`src/design/lvbp_pkg.sv`:
```
// ----------------------------------------------------------------------------
// lvbp_pkg
// Shared widths, constants, arctangent table and microcode for the leg
// vector from body pose unit.
// ----------------------------------------------------------------------------
package lvbp_pkg;

    localparam int LEG_COUNT    = 4;
    localparam int LEG_W        = 2;
    localparam int ANG_W        = 19;
    localparam int POS_W        = 32;
    localparam int HIP_U_W      = 21;
    localparam int HIP_S_W      = 22;
    localparam int CFG_IDX_W    = 2;
    localparam int CFG_DATA_W   = 32;
    localparam int TRIG_W       = 34;
    localparam int Z_W          = 35;
    localparam int STEP_W       = 5;
    localparam int CORDIC_STEPS = 24;
    localparam int PROD_W       = 64;
    localparam int ACC_W        = 60;
    localparam int OFF_W        = 35;
    localparam int ROT_W        = ACC_W - 30;
    localparam int DIFF_W       = 36;
    localparam int PC_W         = 5;
    localparam int UCODE_LAST   = 25;

    localparam logic [LEG_W-1:0] LEG_LAST = LEG_W'(LEG_COUNT - 1);

    localparam logic signed [Z_W-1:0]    HALF_PI  = 35'sh006487ED51;
    localparam logic signed [Z_W-1:0]    PI_Q30   = 35'sh00C90FDAA2;
    localparam logic signed [TRIG_W-1:0] GAIN_INV = 34'sh0026DD3B6A;

    // register indexes of the configuration port
    localparam logic [CFG_IDX_W-1:0] REG_HIP_FORWARD  = 2'd0;
    localparam logic [CFG_IDX_W-1:0] REG_HIP_LATERAL  = 2'd1;
    localparam logic [CFG_IDX_W-1:0] REG_HIP_VERTICAL = 2'd2;

    // trig register groups loaded from the cordic
    localparam logic [1:0] TRIG_ROLL  = 2'd0;
    localparam logic [1:0] TRIG_PITCH = 2'd1;
    localparam logic [1:0] TRIG_YAW   = 2'd2;

    typedef enum logic [2:0] {
        SA_CY, SA_SY, SA_CP, SA_SP, SA_T1, SA_T2, SA_TMP
    } sel_a_t;

    typedef enum logic [2:0] {
        SB_SP, SB_CP, SB_SR, SB_CR, SB_HX, SB_HY, SB_HZ
    } sel_b_t;

    typedef enum logic [3:0] {
        ACT_T1, ACT_T2, ACT_SET, ACT_ADD, ACT_SUB,
        ACT_ACC_FIRST, ACT_ACC, ACT_NACC_FIRST,
        ACT_FIN0, ACT_FIN1, ACT_FIN2
    } act_t;

    typedef struct packed {
        sel_a_t a;
        sel_b_t b;
        act_t   act;
    } uop_t;

    typedef struct packed {
        logic mul_en;
        logic act_en;
        uop_t uop;
    } mac_ctrl_t;

    function automatic logic signed [Z_W-1:0] atan_lut(input logic [STEP_W-1:0] i);
        logic signed [Z_W-1:0] r;
        begin
            case (i)
                5'd0:    r = 35'sh03243F6A8;
                5'd1:    r = 35'sh01DAC6705;
                5'd2:    r = 35'sh00FADBAFC;
                5'd3:    r = 35'sh007F56EA6;
                5'd4:    r = 35'sh003FEAB76;
                5'd5:    r = 35'sh001FFD55B;
                5'd6:    r = 35'sh000FFFAAA;
                5'd7:    r = 35'sh0007FFF55;
                5'd8:    r = 35'sh0003FFFEA;
                5'd9:    r = 35'sh0001FFFFD;
                5'd10:   r = 35'sh0000FFFFF;
                5'd11:   r = 35'sh00007FFFF;
                5'd12:   r = 35'sh00003FFFF;
                5'd13:   r = 35'sh00001FFFF;
                5'd14:   r = 35'sh00000FFFF;
                5'd15:   r = 35'sh000007FFF;
                5'd16:   r = 35'sh000003FFF;
                5'd17:   r = 35'sh000001FFF;
                5'd18:   r = 35'sh000000FFF;
                5'd19:   r = 35'sh0000007FF;
                5'd20:   r = 35'sh0000003FF;
                5'd21:   r = 35'sh0000001FF;
                5'd22:   r = 35'sh0000000FF;
                5'd23:   r = 35'sh00000007F;
                default: r = '0;
            endcase
            return r;
        end
    endfunction

    // rotation matrix rows, each multiplied into the hip offset
    function automatic uop_t ucode(input logic [PC_W-1:0] pc);
        uop_t u;
        begin
            case (pc)
                5'd0:    u = '{SA_CY,  SB_SP, ACT_T1};
                5'd1:    u = '{SA_SY,  SB_SP, ACT_T2};
                5'd2:    u = '{SA_CY,  SB_CP, ACT_SET};
                5'd3:    u = '{SA_TMP, SB_HX, ACT_ACC_FIRST};
                5'd4:    u = '{SA_T1,  SB_SR, ACT_SET};
                5'd5:    u = '{SA_SY,  SB_CR, ACT_SUB};
                5'd6:    u = '{SA_TMP, SB_HY, ACT_ACC};
                5'd7:    u = '{SA_T1,  SB_CR, ACT_SET};
                5'd8:    u = '{SA_SY,  SB_SR, ACT_ADD};
                5'd9:    u = '{SA_TMP, SB_HZ, ACT_ACC};
                5'd10:   u = '{SA_TMP, SB_HZ, ACT_FIN0};
                5'd11:   u = '{SA_SY,  SB_CP, ACT_SET};
                5'd12:   u = '{SA_TMP, SB_HX, ACT_ACC_FIRST};
                5'd13:   u = '{SA_T2,  SB_SR, ACT_SET};
                5'd14:   u = '{SA_CY,  SB_CR, ACT_ADD};
                5'd15:   u = '{SA_TMP, SB_HY, ACT_ACC};
                5'd16:   u = '{SA_T2,  SB_CR, ACT_SET};
                5'd17:   u = '{SA_CY,  SB_SR, ACT_SUB};
                5'd18:   u = '{SA_TMP, SB_HZ, ACT_ACC};
                5'd19:   u = '{SA_TMP, SB_HZ, ACT_FIN1};
                5'd20:   u = '{SA_SP,  SB_HX, ACT_NACC_FIRST};
                5'd21:   u = '{SA_CP,  SB_SR, ACT_SET};
                5'd22:   u = '{SA_TMP, SB_HY, ACT_ACC};
                5'd23:   u = '{SA_CP,  SB_CR, ACT_SET};
                5'd24:   u = '{SA_TMP, SB_HZ, ACT_ACC};
                5'd25:   u = '{SA_TMP, SB_HZ, ACT_FIN2};
                default: u = '{SA_TMP, SB_HZ, ACT_FIN2};
            endcase
            return u;
        end
    endfunction

endpackage

```
`src/design/lvbp_cordic.sv`:
```
// ----------------------------------------------------------------------------
// lvbp_cordic
// Iterative rotation-mode cordic, one step a cycle, giving Q4.30 sin and cos.
// ----------------------------------------------------------------------------
module lvbp_cordic
    import lvbp_pkg::*;
(
    input  logic                     clk,
    input  logic                     rst_n,
    input  logic                     start,
    input  logic signed [ANG_W-1:0]  angle,
    output logic                     done,
    output logic signed [TRIG_W-1:0] sin_val,
    output logic signed [TRIG_W-1:0] cos_val
);

    logic                     run_reg, run_next;
    logic                     done_reg, done_next;
    logic [STEP_W-1:0]        step_reg, step_next;
    logic signed [TRIG_W-1:0] x_reg, x_next;
    logic signed [TRIG_W-1:0] y_reg, y_next;
    logic signed [Z_W-1:0]    z_reg, z_next;
    logic                     flip_reg, flip_next;
    logic signed [Z_W-1:0]    z_start;
    logic signed [TRIG_W-1:0] xs, ys;
    logic signed [Z_W-1:0]    at;

    assign z_start = Z_W'(angle) <<< 14;
    assign xs      = x_reg >>> step_reg;
    assign ys      = y_reg >>> step_reg;
    assign at      = atan_lut(step_reg);

    // range fold and micro-rotation
    always_comb
    begin
        run_next  = run_reg;
        done_next = 1'b0;
        step_next = step_reg;
        x_next    = x_reg;
        y_next    = y_reg;
        z_next    = z_reg;
        flip_next = flip_reg;
        if (start)
        begin
            run_next  = 1'b1;
            step_next = '0;
            x_next    = GAIN_INV;
            y_next    = '0;
            if (z_start > HALF_PI)
            begin
                z_next    = z_start - PI_Q30;
                flip_next = 1'b1;
            end
            else if (z_start < -HALF_PI)
            begin
                z_next    = z_start + PI_Q30;
                flip_next = 1'b1;
            end
            else
            begin
                z_next    = z_start;
                flip_next = 1'b0;
            end
        end
        else if (run_reg)
        begin
            if (!z_reg[Z_W-1])
            begin
                x_next = x_reg - ys;
                y_next = y_reg + xs;
                z_next = z_reg - at;
            end
            else
            begin
                x_next = x_reg + ys;
                y_next = y_reg - xs;
                z_next = z_reg + at;
            end
            step_next = step_reg + 1'b1;
            if (step_reg == STEP_W'(CORDIC_STEPS - 1))
            begin
                run_next  = 1'b0;
                done_next = 1'b1;
            end
        end
    end

    // control state
    always_ff @(posedge clk or negedge rst_n)
    begin
        if (!rst_n)
        begin
            run_reg  <= 1'b0;
            done_reg <= 1'b0;
            step_reg <= '0;
        end
        else
        begin
            run_reg  <= run_next;
            done_reg <= done_next;
            step_reg <= step_next;
        end
    end

    // datapath
    always_ff @(posedge clk)
    begin
        x_reg    <= x_next;
        y_reg    <= y_next;
        z_reg    <= z_next;
        flip_reg <= flip_next;
    end

    assign done    = done_reg;
    assign sin_val = flip_reg ? -y_reg : y_reg;
    assign cos_val = flip_reg ? -x_reg : x_reg;

endmodule

```
`config.mk`:
```
export PLATFORM = sky130hd
export DESIGN_NAME = lvbp_cordic
export DESIGN_NICKNAME = d
export VERILOG_FILES = /design/src/design/lvbp_pkg.sv /design/src/design/lvbp_cordic.sv
export SDC_FILE = /design/constraint.sdc
export NUM_CORES = 1
export LEC_CHECK = 0
export ABC_AREA = 1
export BUFFER_PORTS_ARGS = -buffer_cell sky130_fd_sc_hd__buf_2
export CORE_MARGIN = 2
export CORE_UTILIZATION = 50
export DETAILED_ROUTE_END_ITERATION = 16
export PLACE_DENSITY = 0.7
export SLEW_MARGIN = 5
export SYNTH_ARGS = -nofsm -noshare
export SYNTH_HDL_FRONTEND = slang
export SYNTH_SLANG_ARGS = --single-unit
export TNS_END_PERCENT = 1
```
`constraint.sdc`:
```
create_clock -name clk -period 4.7 [get_ports clk]
set_clock_uncertainty 0.2 [all_clocks]
set_input_delay 0.94 -clock clk [delete_from_list [all_inputs] [get_ports clk]]
set_output_delay 0.94 -clock clk [all_outputs]
set_load 0.1 [all_outputs]
```
==> results.yml <==
run_status:
  outcome: "finished with violations"
  violations: "negative setup slack"
sta:
  hold_violations: 0
  fin_ws_ps: -203
  tightest_slew_ps: 1110
  slew_headroom: 0.253
  max_freq_mhz: 204
  setup_viol: 21
  slew_viol_final: 0
  min_period_over_period: 1.04
  fin_crit_ps: 4900
  finalSetupTns_ps: -1540
  whs_ps: 169
  rsz0062_at_grt: "yes"
placement:
  dpl_cell_area_um2: 22500
  hpwl_um: 54600
  place_ws_ps: -652
  io_buffers: 90
  gp_congestion: 1.02
clock_network:
  clock-sinks: 111
  numCtsBuffers: 9
  clkTransAtPathRegs_ps: 90
  cts-htree-levels: 3
  cts-root-buf: "clkbuf_16"
  cts_hold_buf: 0
  cts_max_path_buffers: 2
  insertion_delay_ps: 410
  cts_tree: "done"
logic_synthesis:
  synthCells: 3049
  synthArstFlopShare: 0.0631
  ys_seq_area_frac: 0.146
  synth_nets: 3193
  synth_ff_type: "dfxtp_1"
  synth_cell_types: 71
  syn_area_per_cell_um2: 5.87
  synth_edf_count: 36
  ys_ff_latch: 111
  yosysWarnings: 0
  syn_area_um2: 17900
cells_and_area:
  seqCellArea_um2: 2620
  postLayoutCellArea_um2: 25000
  largest_reg_flops: 35
  drive_gt1_frac: 0.300
  multi_input_area_um2: 15100
  fin_nets: 3728
  antenna-diode-count: 0
  num-fill-cells: 3129
  area_growth_pct: 39.5
drt:
  wl_per_cell_um: 17.9
  vias_per_cell: 5.75
  ant_nets: 0
  drc: 0
  dr.pass1.iters: 7
  wl_um: 72600
  vias: 23289
  drt_iter0_markers: 2116
die:
  dieArea_um2: 37300
  rows: 69
  initial_utilization: 0.505
  die_width_um: 193
  core_um2: 35400
  die_y_um: 193
  io_pins: 91
worst_setup_path:
  critPathLaunchType: "register"
  cp-end-kind: "register"
  crit_path_top_delay_cell: "dfrtp_2"
  critPathKind: "reg -> reg"
  worstPathArrival_ps: 5010
  path_max_fanout: 7
  crit_required_ps: 4800
  cp_slowest_stage_delay_ps: 440
  cp_common_cell: "nand2_1"
grt:
  grt_usage: 0.369
  grt_pass1_vias: 21307
  grt_start_max_net_pins: 49
  grt_pass1_wl_um: 108000
  overflow: 0
  antenna_found_initial: 0
flow_run:
  maxCapViolations: 0
min_path:
  hp-class: "in -> async"
logic make-up (layout without fill, tap and decap cells):
group	after synthesis	count (layout)	share of synthesized area
compound gates	521	521	0.168
simple gates	1697	1697	0.417
buf+inv	424	964	0.0971
xor+xnor	174	174	0.0852
fa+ha+maj	122	122	0.0866
flops	111	111	0.146
per-stage QoR:
step           cells  utilization
6_report        4050        0.705
5_1_grt         4050        0.705
3_5_place_dp    3983        0.635
3_3_place_gp    3983        0.635
4_1_cts         4020        0.668
2_1_floorplan   3049            -
final cells by class:
type / instances / area share
clock inverters: 6 / 0.00201
flip-flops and latches: 111 / 0.105
multi-input cells: 2514 / 0.604
well taps: 461 / 0.0231
clock buffers: 10 / 0.00917
repair buffers: 644 / 0.210
inverters: 304 / 0.0469
placed cells by master (no fill, tap or decap), types with 12 or more instances in the layout:
master	n
nand2_1	814
buf_4	524
nand3_1	295
inv_1	272
nor2_1	243
a21oi_1	151
o21ai_0	142
xor2_1	118
ha_1	95
nand3_2	82
nand2_2	71
buf_2	71
dfxtp_1	68
xnor2_1	41
nor2_2	38
edfxtp_1	36
a21oi_2	31
buf_12	30
o21ai_1	28
nor3_1	27
inv_2	26
o22ai_1	24
or2_2	22
ha_4	21
a31oi_1	20
nand4_1	18
nor2_4	15
nor4_1	15
o211ai_1	14
nand2_4	13
nand3_4	13
clkbuf_16	13
o21ai_2	12
o21a_1	12
a21o_1	12
critical path, delay by kind of cell (launching register included):
family,cells,cell delay [ps]
compound gates,5,1000
xor+xnor,1,160
fa+ha+maj,1,310
buf+inv,7,910
flops,1,440
simple gates,19,1750
worst paths after layout:
| path | from | slack, ps | cells after the start | endpoint |
|---|---|---|---|---|
| hold reg to reg | x_reg[0] | 400 | 2 | x_reg[0] |
| setup / recovery | step_reg[0] | -200 | 33 | x_reg[33] |
| min in group clk | x_reg[0] | 400 | 2 | x_reg[0] |
| setup reg to reg | step_reg[0] | -200 | 33 | x_reg[33] |
| max in group asynchronous | rst_n | 3930 | 1 | step_reg[2] |
| hold / removal | rst_n | 170 | 1 | step_reg[0] |
cell usage after synthesis (all sizes together), types with 4 or more instances:
cell type,instances,share of area
ha,119,0.083
nand4,18,0.0063
dfrtp,7,0.0098
nand3b,5,0.0023
xor2,128,0.063
o31ai,10,0.0050
a31oi,26,0.0094
a21o,12,0.0050
nor4,19,0.0070
nor2,297,0.067
a21boi,12,0.0050
clkbuf,40,0.0084
o21ai,183,0.052
edfxtp,36,0.060
or2,24,0.0084
a21oi,184,0.052
a41oi,4,0.0020
xnor2,46,0.023
o221ai,6,0.0029
o21a,12,0.0050
o211ai,14,0.0059
and2,4,0.0014
buf,80,0.025
nor3,37,0.011
nand3,390,0.12
o21bai,9,0.0038
dfxtp,68,0.076
inv,302,0.063
o22ai,25,0.0087
nand2,898,0.19
repair_timing:
action / CTS / global route
hold endpoints to repair: 0 / 0
resized for setup: 156 / 245
cloned: 4 / 4
setup endpoints to repair: 48 / 76
pin swaps: 43 / 101
setup buffers: 18 / 26
per-layer routing:
| metal | vias up | wire length (µm) | track usage | part of all wire |
|---|---|---|---|---|
| met5 | - | 0 | 0 | 0 |
| met4 | 0 | 3100 | 0.156 | 0.043 |
| met3 | 211 | 6160 | 0.0525 | 0.085 |
| met2 | 1074 | 32800 | 0.600 | 0.45 |
| met1 | 10790 | 30500 | 0.488 | 0.42 |
| li1 | 11214 | - | - | - |
Power is left out: the tool's default activity adds up to more than one toggle a clock period on the data nets, which glitch-free logic cannot reach.
