**src/design/lvbp_pkg.sv**
```systemverilog
// ----------------------------------------------------------------------------
// lvbp_pkg
// Shared widths, constants, arctangent table and microcode for the leg
// vector from body pose unit.
// ----------------------------------------------------------------------------
package lvbp_pkg;

    localparam int LEG_COUNT    = 4;
    localparam int LEG_W        = 2;
    localparam int ANG_W        = 19;
    localparam int POS_W        = 32;
    localparam int HIP_U_W      = 21;
    localparam int HIP_S_W      = 22;
    localparam int CFG_IDX_W    = 2;
    localparam int CFG_DATA_W   = 32;
    localparam int TRIG_W       = 34;
    localparam int Z_W          = 35;
    localparam int STEP_W       = 5;
    localparam int CORDIC_STEPS = 24;
    localparam int PROD_W       = 64;
    localparam int ACC_W        = 60;
    localparam int OFF_W        = 35;
    localparam int ROT_W        = ACC_W - 30;
    localparam int DIFF_W       = 36;
    localparam int PC_W         = 5;
    localparam int UCODE_LAST   = 25;

    localparam logic [LEG_W-1:0] LEG_LAST = LEG_W'(LEG_COUNT - 1);

    localparam logic signed [Z_W-1:0]    HALF_PI  = 35'sh006487ED51;
    localparam logic signed [Z_W-1:0]    PI_Q30   = 35'sh00C90FDAA2;
    localparam logic signed [TRIG_W-1:0] GAIN_INV = 34'sh0026DD3B6A;

    // register indexes of the configuration port
    localparam logic [CFG_IDX_W-1:0] REG_HIP_FORWARD  = 2'd0;
    localparam logic [CFG_IDX_W-1:0] REG_HIP_LATERAL  = 2'd1;
    localparam logic [CFG_IDX_W-1:0] REG_HIP_VERTICAL = 2'd2;

    // trig register groups loaded from the cordic
    localparam logic [1:0] TRIG_ROLL  = 2'd0;
    localparam logic [1:0] TRIG_PITCH = 2'd1;
    localparam logic [1:0] TRIG_YAW   = 2'd2;

    typedef enum logic [2:0] {
        SA_CY, SA_SY, SA_CP, SA_SP, SA_T1, SA_T2, SA_TMP
    } sel_a_t;

    typedef enum logic [2:0] {
        SB_SP, SB_CP, SB_SR, SB_CR, SB_HX, SB_HY, SB_HZ
    } sel_b_t;

    typedef enum logic [3:0] {
        ACT_T1, ACT_T2, ACT_SET, ACT_ADD, ACT_SUB,
        ACT_ACC_FIRST, ACT_ACC, ACT_NACC_FIRST,
        ACT_FIN0, ACT_FIN1, ACT_FIN2
    } act_t;

    typedef struct packed {
        sel_a_t a;
        sel_b_t b;
        act_t   act;
    } uop_t;

    typedef struct packed {
        logic mul_en;
        logic act_en;
        uop_t uop;
    } mac_ctrl_t;

    function automatic logic signed [Z_W-1:0] atan_lut(input logic [STEP_W-1:0] i);
        logic signed [Z_W-1:0] r;
        begin
            case (i)
                5'd0:    r = 35'sh03243F6A8;
                5'd1:    r = 35'sh01DAC6705;
                5'd2:    r = 35'sh00FADBAFC;
                5'd3:    r = 35'sh007F56EA6;
                5'd4:    r = 35'sh003FEAB76;
                5'd5:    r = 35'sh001FFD55B;
                5'd6:    r = 35'sh000FFFAAA;
                5'd7:    r = 35'sh0007FFF55;
                5'd8:    r = 35'sh0003FFFEA;
                5'd9:    r = 35'sh0001FFFFD;
                5'd10:   r = 35'sh0000FFFFF;
                5'd11:   r = 35'sh00007FFFF;
                5'd12:   r = 35'sh00003FFFF;
                5'd13:   r = 35'sh00001FFFF;
                5'd14:   r = 35'sh00000FFFF;
                5'd15:   r = 35'sh000007FFF;
                5'd16:   r = 35'sh000003FFF;
                5'd17:   r = 35'sh000001FFF;
                5'd18:   r = 35'sh000000FFF;
                5'd19:   r = 35'sh0000007FF;
                5'd20:   r = 35'sh0000003FF;
                5'd21:   r = 35'sh0000001FF;
                5'd22:   r = 35'sh0000000FF;
                5'd23:   r = 35'sh00000007F;
                default: r = '0;
            endcase
            return r;
        end
    endfunction

    // rotation matrix rows, each multiplied into the hip offset
    function automatic uop_t ucode(input logic [PC_W-1:0] pc);
        uop_t u;
        begin
            case (pc)
                5'd0:    u = '{SA_CY,  SB_SP, ACT_T1};
                5'd1:    u = '{SA_SY,  SB_SP, ACT_T2};
                5'd2:    u = '{SA_CY,  SB_CP, ACT_SET};
                5'd3:    u = '{SA_TMP, SB_HX, ACT_ACC_FIRST};
                5'd4:    u = '{SA_T1,  SB_SR, ACT_SET};
                5'd5:    u = '{SA_SY,  SB_CR, ACT_SUB};
                5'd6:    u = '{SA_TMP, SB_HY, ACT_ACC};
                5'd7:    u = '{SA_T1,  SB_CR, ACT_SET};
                5'd8:    u = '{SA_SY,  SB_SR, ACT_ADD};
                5'd9:    u = '{SA_TMP, SB_HZ, ACT_ACC};
                5'd10:   u = '{SA_TMP, SB_HZ, ACT_FIN0};
                5'd11:   u = '{SA_SY,  SB_CP, ACT_SET};
                5'd12:   u = '{SA_TMP, SB_HX, ACT_ACC_FIRST};
                5'd13:   u = '{SA_T2,  SB_SR, ACT_SET};
                5'd14:   u = '{SA_CY,  SB_CR, ACT_ADD};
                5'd15:   u = '{SA_TMP, SB_HY, ACT_ACC};
                5'd16:   u = '{SA_T2,  SB_CR, ACT_SET};
                5'd17:   u = '{SA_CY,  SB_SR, ACT_SUB};
                5'd18:   u = '{SA_TMP, SB_HZ, ACT_ACC};
                5'd19:   u = '{SA_TMP, SB_HZ, ACT_FIN1};
                5'd20:   u = '{SA_SP,  SB_HX, ACT_NACC_FIRST};
                5'd21:   u = '{SA_CP,  SB_SR, ACT_SET};
                5'd22:   u = '{SA_TMP, SB_HY, ACT_ACC};
                5'd23:   u = '{SA_CP,  SB_CR, ACT_SET};
                5'd24:   u = '{SA_TMP, SB_HZ, ACT_ACC};
                5'd25:   u = '{SA_TMP, SB_HZ, ACT_FIN2};
                default: u = '{SA_TMP, SB_HZ, ACT_FIN2};
            endcase
            return u;
        end
    endfunction

endpackage

```
**src/design/lvbp_mac.sv**
```systemverilog
// ----------------------------------------------------------------------------
// lvbp_mac
// Shared multiplier with trig, scratch and accumulator registers.
// ----------------------------------------------------------------------------
module lvbp_mac
    import lvbp_pkg::*;
(
    input  logic                      clk,
    input  mac_ctrl_t                 ctrl,
    input  logic                      trig_we,
    input  logic [1:0]                trig_sel,
    input  logic signed [TRIG_W-1:0]  sin_val,
    input  logic signed [TRIG_W-1:0]  cos_val,
    input  logic signed [HIP_S_W-1:0] hx,
    input  logic signed [HIP_S_W-1:0] hy,
    input  logic signed [HIP_S_W-1:0] hz,
    output logic signed [ACC_W-1:0]   acc
);

    logic signed [TRIG_W-1:0] sr_reg, cr_reg, sp_reg, cp_reg, sy_reg, cy_reg;
    logic signed [TRIG_W-1:0] t1_reg, t2_reg, tmp_reg;
    logic signed [ACC_W-1:0]  acc_reg;
    logic signed [PROD_W-1:0] prod_reg;
    logic signed [TRIG_W-1:0] op_a, op_b;
    logic signed [2*TRIG_W-1:0] prod_full;
    logic signed [PROD_W-1:0] prod_rnd_sum;
    logic signed [TRIG_W-1:0] prod_rnd;
    logic signed [ACC_W-1:0]  prod_acc;

    // operand selection
    always_comb
    begin
        case (ctrl.uop.a)
            SA_CY:   op_a = cy_reg;
            SA_SY:   op_a = sy_reg;
            SA_CP:   op_a = cp_reg;
            SA_SP:   op_a = sp_reg;
            SA_T1:   op_a = t1_reg;
            SA_T2:   op_a = t2_reg;
            default: op_a = tmp_reg;
        endcase
        case (ctrl.uop.b)
            SB_SP:   op_b = sp_reg;
            SB_CP:   op_b = cp_reg;
            SB_SR:   op_b = sr_reg;
            SB_CR:   op_b = cr_reg;
            SB_HX:   op_b = TRIG_W'(hx);
            SB_HY:   op_b = TRIG_W'(hy);
            default: op_b = TRIG_W'(hz);
        endcase
    end

    assign prod_full    = op_a * op_b;
    assign prod_rnd_sum = prod_reg + (PROD_W'(1) <<< 29);
    assign prod_rnd     = prod_rnd_sum[PROD_W-1:30];
    assign prod_acc     = prod_reg[ACC_W-1:0];

    // trig load, multiply and accumulate
    always_ff @(posedge clk)
    begin
        if (trig_we)
        begin
            case (trig_sel)
                TRIG_ROLL:
                begin
                    sr_reg <= sin_val;
                    cr_reg <= cos_val;
                end
                TRIG_PITCH:
                begin
                    sp_reg <= sin_val;
                    cp_reg <= cos_val;
                end
                default:
                begin
                    sy_reg <= sin_val;
                    cy_reg <= cos_val;
                end
            endcase
        end
        if (ctrl.mul_en)
        begin
            prod_reg <= prod_full[PROD_W-1:0];
        end
        if (ctrl.act_en)
        begin
            case (ctrl.uop.act)
                ACT_T1:         t1_reg  <= prod_rnd;
                ACT_T2:         t2_reg  <= prod_rnd;
                ACT_SET:        tmp_reg <= prod_rnd;
                ACT_ADD:        tmp_reg <= tmp_reg + prod_rnd;
                ACT_SUB:        tmp_reg <= tmp_reg - prod_rnd;
                ACT_ACC_FIRST:  acc_reg <= prod_acc;
                ACT_ACC:        acc_reg <= acc_reg + prod_acc;
                ACT_NACC_FIRST: acc_reg <= -prod_acc;
                default:        acc_reg <= acc_reg;
            endcase
        end
    end

    assign acc = acc_reg;

endmodule

```
**config.mk**
```make
export PLATFORM = sky130hd
export DESIGN_NAME = lvbp_mac
export DESIGN_NICKNAME = d
export VERILOG_FILES = /design/src/design/lvbp_pkg.sv /design/src/design/lvbp_mac.sv
export SDC_FILE = /design/constraint.sdc
export NUM_CORES = 2
export LEC_CHECK = 0
export BUFFER_PORTS_ARGS = -buffer_cell sky130_fd_sc_hd__buf_2
export CORE_MARGIN = 2
export CORE_UTILIZATION = 50
export DETAILED_ROUTE_END_ITERATION = 8
export HOLD_SLACK_MARGIN = 0.12
export MAX_ROUTING_LAYER = met4
export PLACE_DENSITY = 0.7
export SYNTH_ARGS = -nofsm -noshare
export SYNTH_HDL_FRONTEND = slang
export SYNTH_SLANG_ARGS = --single-unit
```
**constraint.sdc**
```tcl
create_clock -name clk -period 19.2 [get_ports clk]
set_clock_uncertainty 0.15 [all_clocks]
set_input_delay 0.96 -clock clk [delete_from_list [all_inputs] [get_ports clk]]
set_output_delay 0.96 -clock clk [all_outputs]
set_load 0.1 [all_outputs]
```
==> summary.txt <==
Run status
  • Outcome: finished, final reports clean

Routing
  • Vias per cell: 6.07
  • Wirelength per Cell: 26.6 um
  • First-pass detailed-route iteration total: 6
  • Starting DRT DRC Count: 6,205
  • Routed Antenna Nets: 0
  • DRT Wirelength: 227,000 um
  • # DRC: 0
  • Vias: 51,875

Clocking
  • Post-CTS resize count: 0
  • Root Buffer: clkbuf_16
  • Post-CTS setup buffer count: 0
  • Clock Latency Late Sink: 0.62 ns
  • Longest Clk Path Bufs: 3
  • Hold Buf Count CTS: 0
  • Inserted Clock Buffers: 43
  • CTS tree: done
  • Clock transition at path regs: 0.07 ns
  • H-tree levels: 2
  • Clock sink count: 430

Timing
  • Least-Margin Pin Slew: 1.31 ns
  • Max Freq: 0.0821 GHz
  • Rel. slew slack: 12.5%
  • Worst hold slack: 0.391 ns
  • Setup TNS Final: 0 ns
  • Endpoints failing hold: 0
  • Final setup viols: 0
  • Max Slew Vio Count: 0
  • RSZ-0062 raised after global routing: false
  • Tmin final: 12.18 ns
  • Crit share post-route: 63.4%

Final layout
  • Most frequent cells in the layout: inv_1, fa_1, nor2_1
  • Combined area of the multi-input logic cells: 0.0460 mm^2
  • Register area: 0.0129 mm^2
  • Most common cell after layout, fill and taps aside: inv_1
  • Cell area after layout: 0.0693 mm^2
  • Area Overhead vs Synth: 7.52%
  • Share of cells above drive strength 1: 8.32%
  • # nets final: 8,459
  • Filler instances: 11,367
  • Largest register FFs: 64

Worst setup path
  • Critical Path Slowest Stage Cell: o221ai_2
  • Critical Path End Type: register
  • FF-to-FF Start: cp_reg[1]
  • Critical Path Source: ctrl[6]
  • Cell mode on critical path: fa_1
  • Reg-to-reg endpoint: prod_reg[63]
  • FF-to-FF setup slack: 8.77 ns
  • Crit path kind: input pin to register
  • CP required: 19.40 ns
  • CP Capture Point: prod_reg[63]
  • Slowest cell delay on critical path: 1.05 ns
  • Startpoint Class: input pin
  • Worst r2r path cells: 27
  • CP Max Fanout: 39
  • CP arrival: 12.38 ns

Logic synthesis
  • Sequential share of the synthesized area: 20.0%
  • Flip-flop and latch count after synthesis: 430
  • YS warnings: 0
  • Post-Syn Nets: 8,408
  • Mapped cell area: 0.0645 mm^2
  • Post-synth cell types: 85
  • Post-Syn Area per Cell: 9.52 um^2
  • Post-synth EDFFs: 430
  • Mapped Cells: 6,769
  • Synth Flop Type: edfxtp_1
  • Post-synthesis async set-or-reset flop share: 0%

Global routing
  • Vias in the first global route: 53,583
  • Pin count of the biggest net entering global routing: 69
  • Gr ovfl total: 0
  • First-pass GRT wire length: 338,000 um
  • All-Layer GR Usage: 35.9%
  • Initial antenna violation count: 27

Floorplan
  • Die Area: 0.132 mm^2
  • Die width: 363 um
  • Overall die height: 363 um
  • Row Count: 131
  • Initial Utilization: 50.5%
  • # IOs: 210
  • Core box area: 0.128 mm^2

Placed design
  • Placed cell area: 0.0678 mm^2
  • Gpl congestion: 1.04
  • Port Buffers: 209
  • Final HPWL DP: 176,000 um

Worst hold path
  • Hold WC Path Type: input pin to register

Flow run
  • Max Cap Viol: 0
==> worst max-delay path: cells and delay by family <==
kind            cells  cell delay (ns)
buf+inv             8             1.58
simple gates        4             1.94
compound gates     10             3.25
xor+xnor            1             0.13
fa+ha+maj           9             4.42
==> metal layers <==
layer | track usage, % | vias up | wire [um]
li1 | - | 21728 | -
met1 | 45.4 | 26209 | 84000
met2 | 53.9 | 3154 | 101000
met3 | 7.86 | 784 | 25800
met4 | 19.5 | 0 | 15800
met5 | - | - | 0
==> metrics by stage <==
stage	instances	utilization (%)	setup WS, ns
after floorplan	6769	-	8.77
after CTS	8516	54.2	7.36
after detailed placement	8437	53.1	6.77
after global routing	8534	54.3	6.84
after global placement	8437	53.1	6.92
final	8540	54.3	7.02
==> how the worst min path moves through the flow <==
stage                       startpoint         end  slack, ns  cells after the start
after floorplan           prod_reg[63]  t1_reg[33]       0.45                      1
after global placement     prod_reg[4]      acc[4]       0.52                      2
after detailed placement   prod_reg[4]      acc[4]       0.54                      2
after CTS                  cos_val[31]  cr_reg[31]       0.38                      1
after global routing       cos_val[31]  cr_reg[31]       0.38                      1
final                      cos_val[31]  cr_reg[31]       0.39                      1
==> cells by family after synthesis <==
family | after synthesis | share of synthesized area [%]
and+or+nand+nor | 1905 | 12.6
buffers and inverters | 1597 | 9.30
adders and majority gates | 1489 | 42.8
AOI/OAI and AO/OA | 997 | 9.96
DFF | 430 | 20.0
xor gates and xnor gates | 234 | 3.18
muxes | 117 | 2.09
==> final cells by class <==
cell class	count	area share (%)
Clock inverter	31	0.556
Clock buffer	48	1.58
Antenna cell	24	0.0866
Sequential cell	430	18.6
Tap cell	1662	3.00
Timing Repair Buffer	354	3.09
Multi-Input combinational cell	4742	66.3
Inverter	1249	6.76
==> synthesized netlist by cell type, drive strengths merged, types with 35 or more instances <==
library cell  number  area, um^2
nor2             814        3060
nand2b            60         375
fa              1194       23900
xor2              67         587
a21oi            287        1440
ha               295        3690
inv             1246        4680
o21bai            35         263
a21o              91         683
a221oi            46         403
a22oi             39         293
nand4             46         288
nand2            681        2560
buf               39         148
mux2i             76         761
o21ai            204        1020
edfxtp           430       12900
clkbuf           309        1160
o22ai             49         307
nor3              49         257
xnor2            167        1460
nand3             67         335
and2              35         219
Power is left out: the tool's default activity adds up to more than one toggle a clock period on the data nets, which glitch-free logic cannot reach.
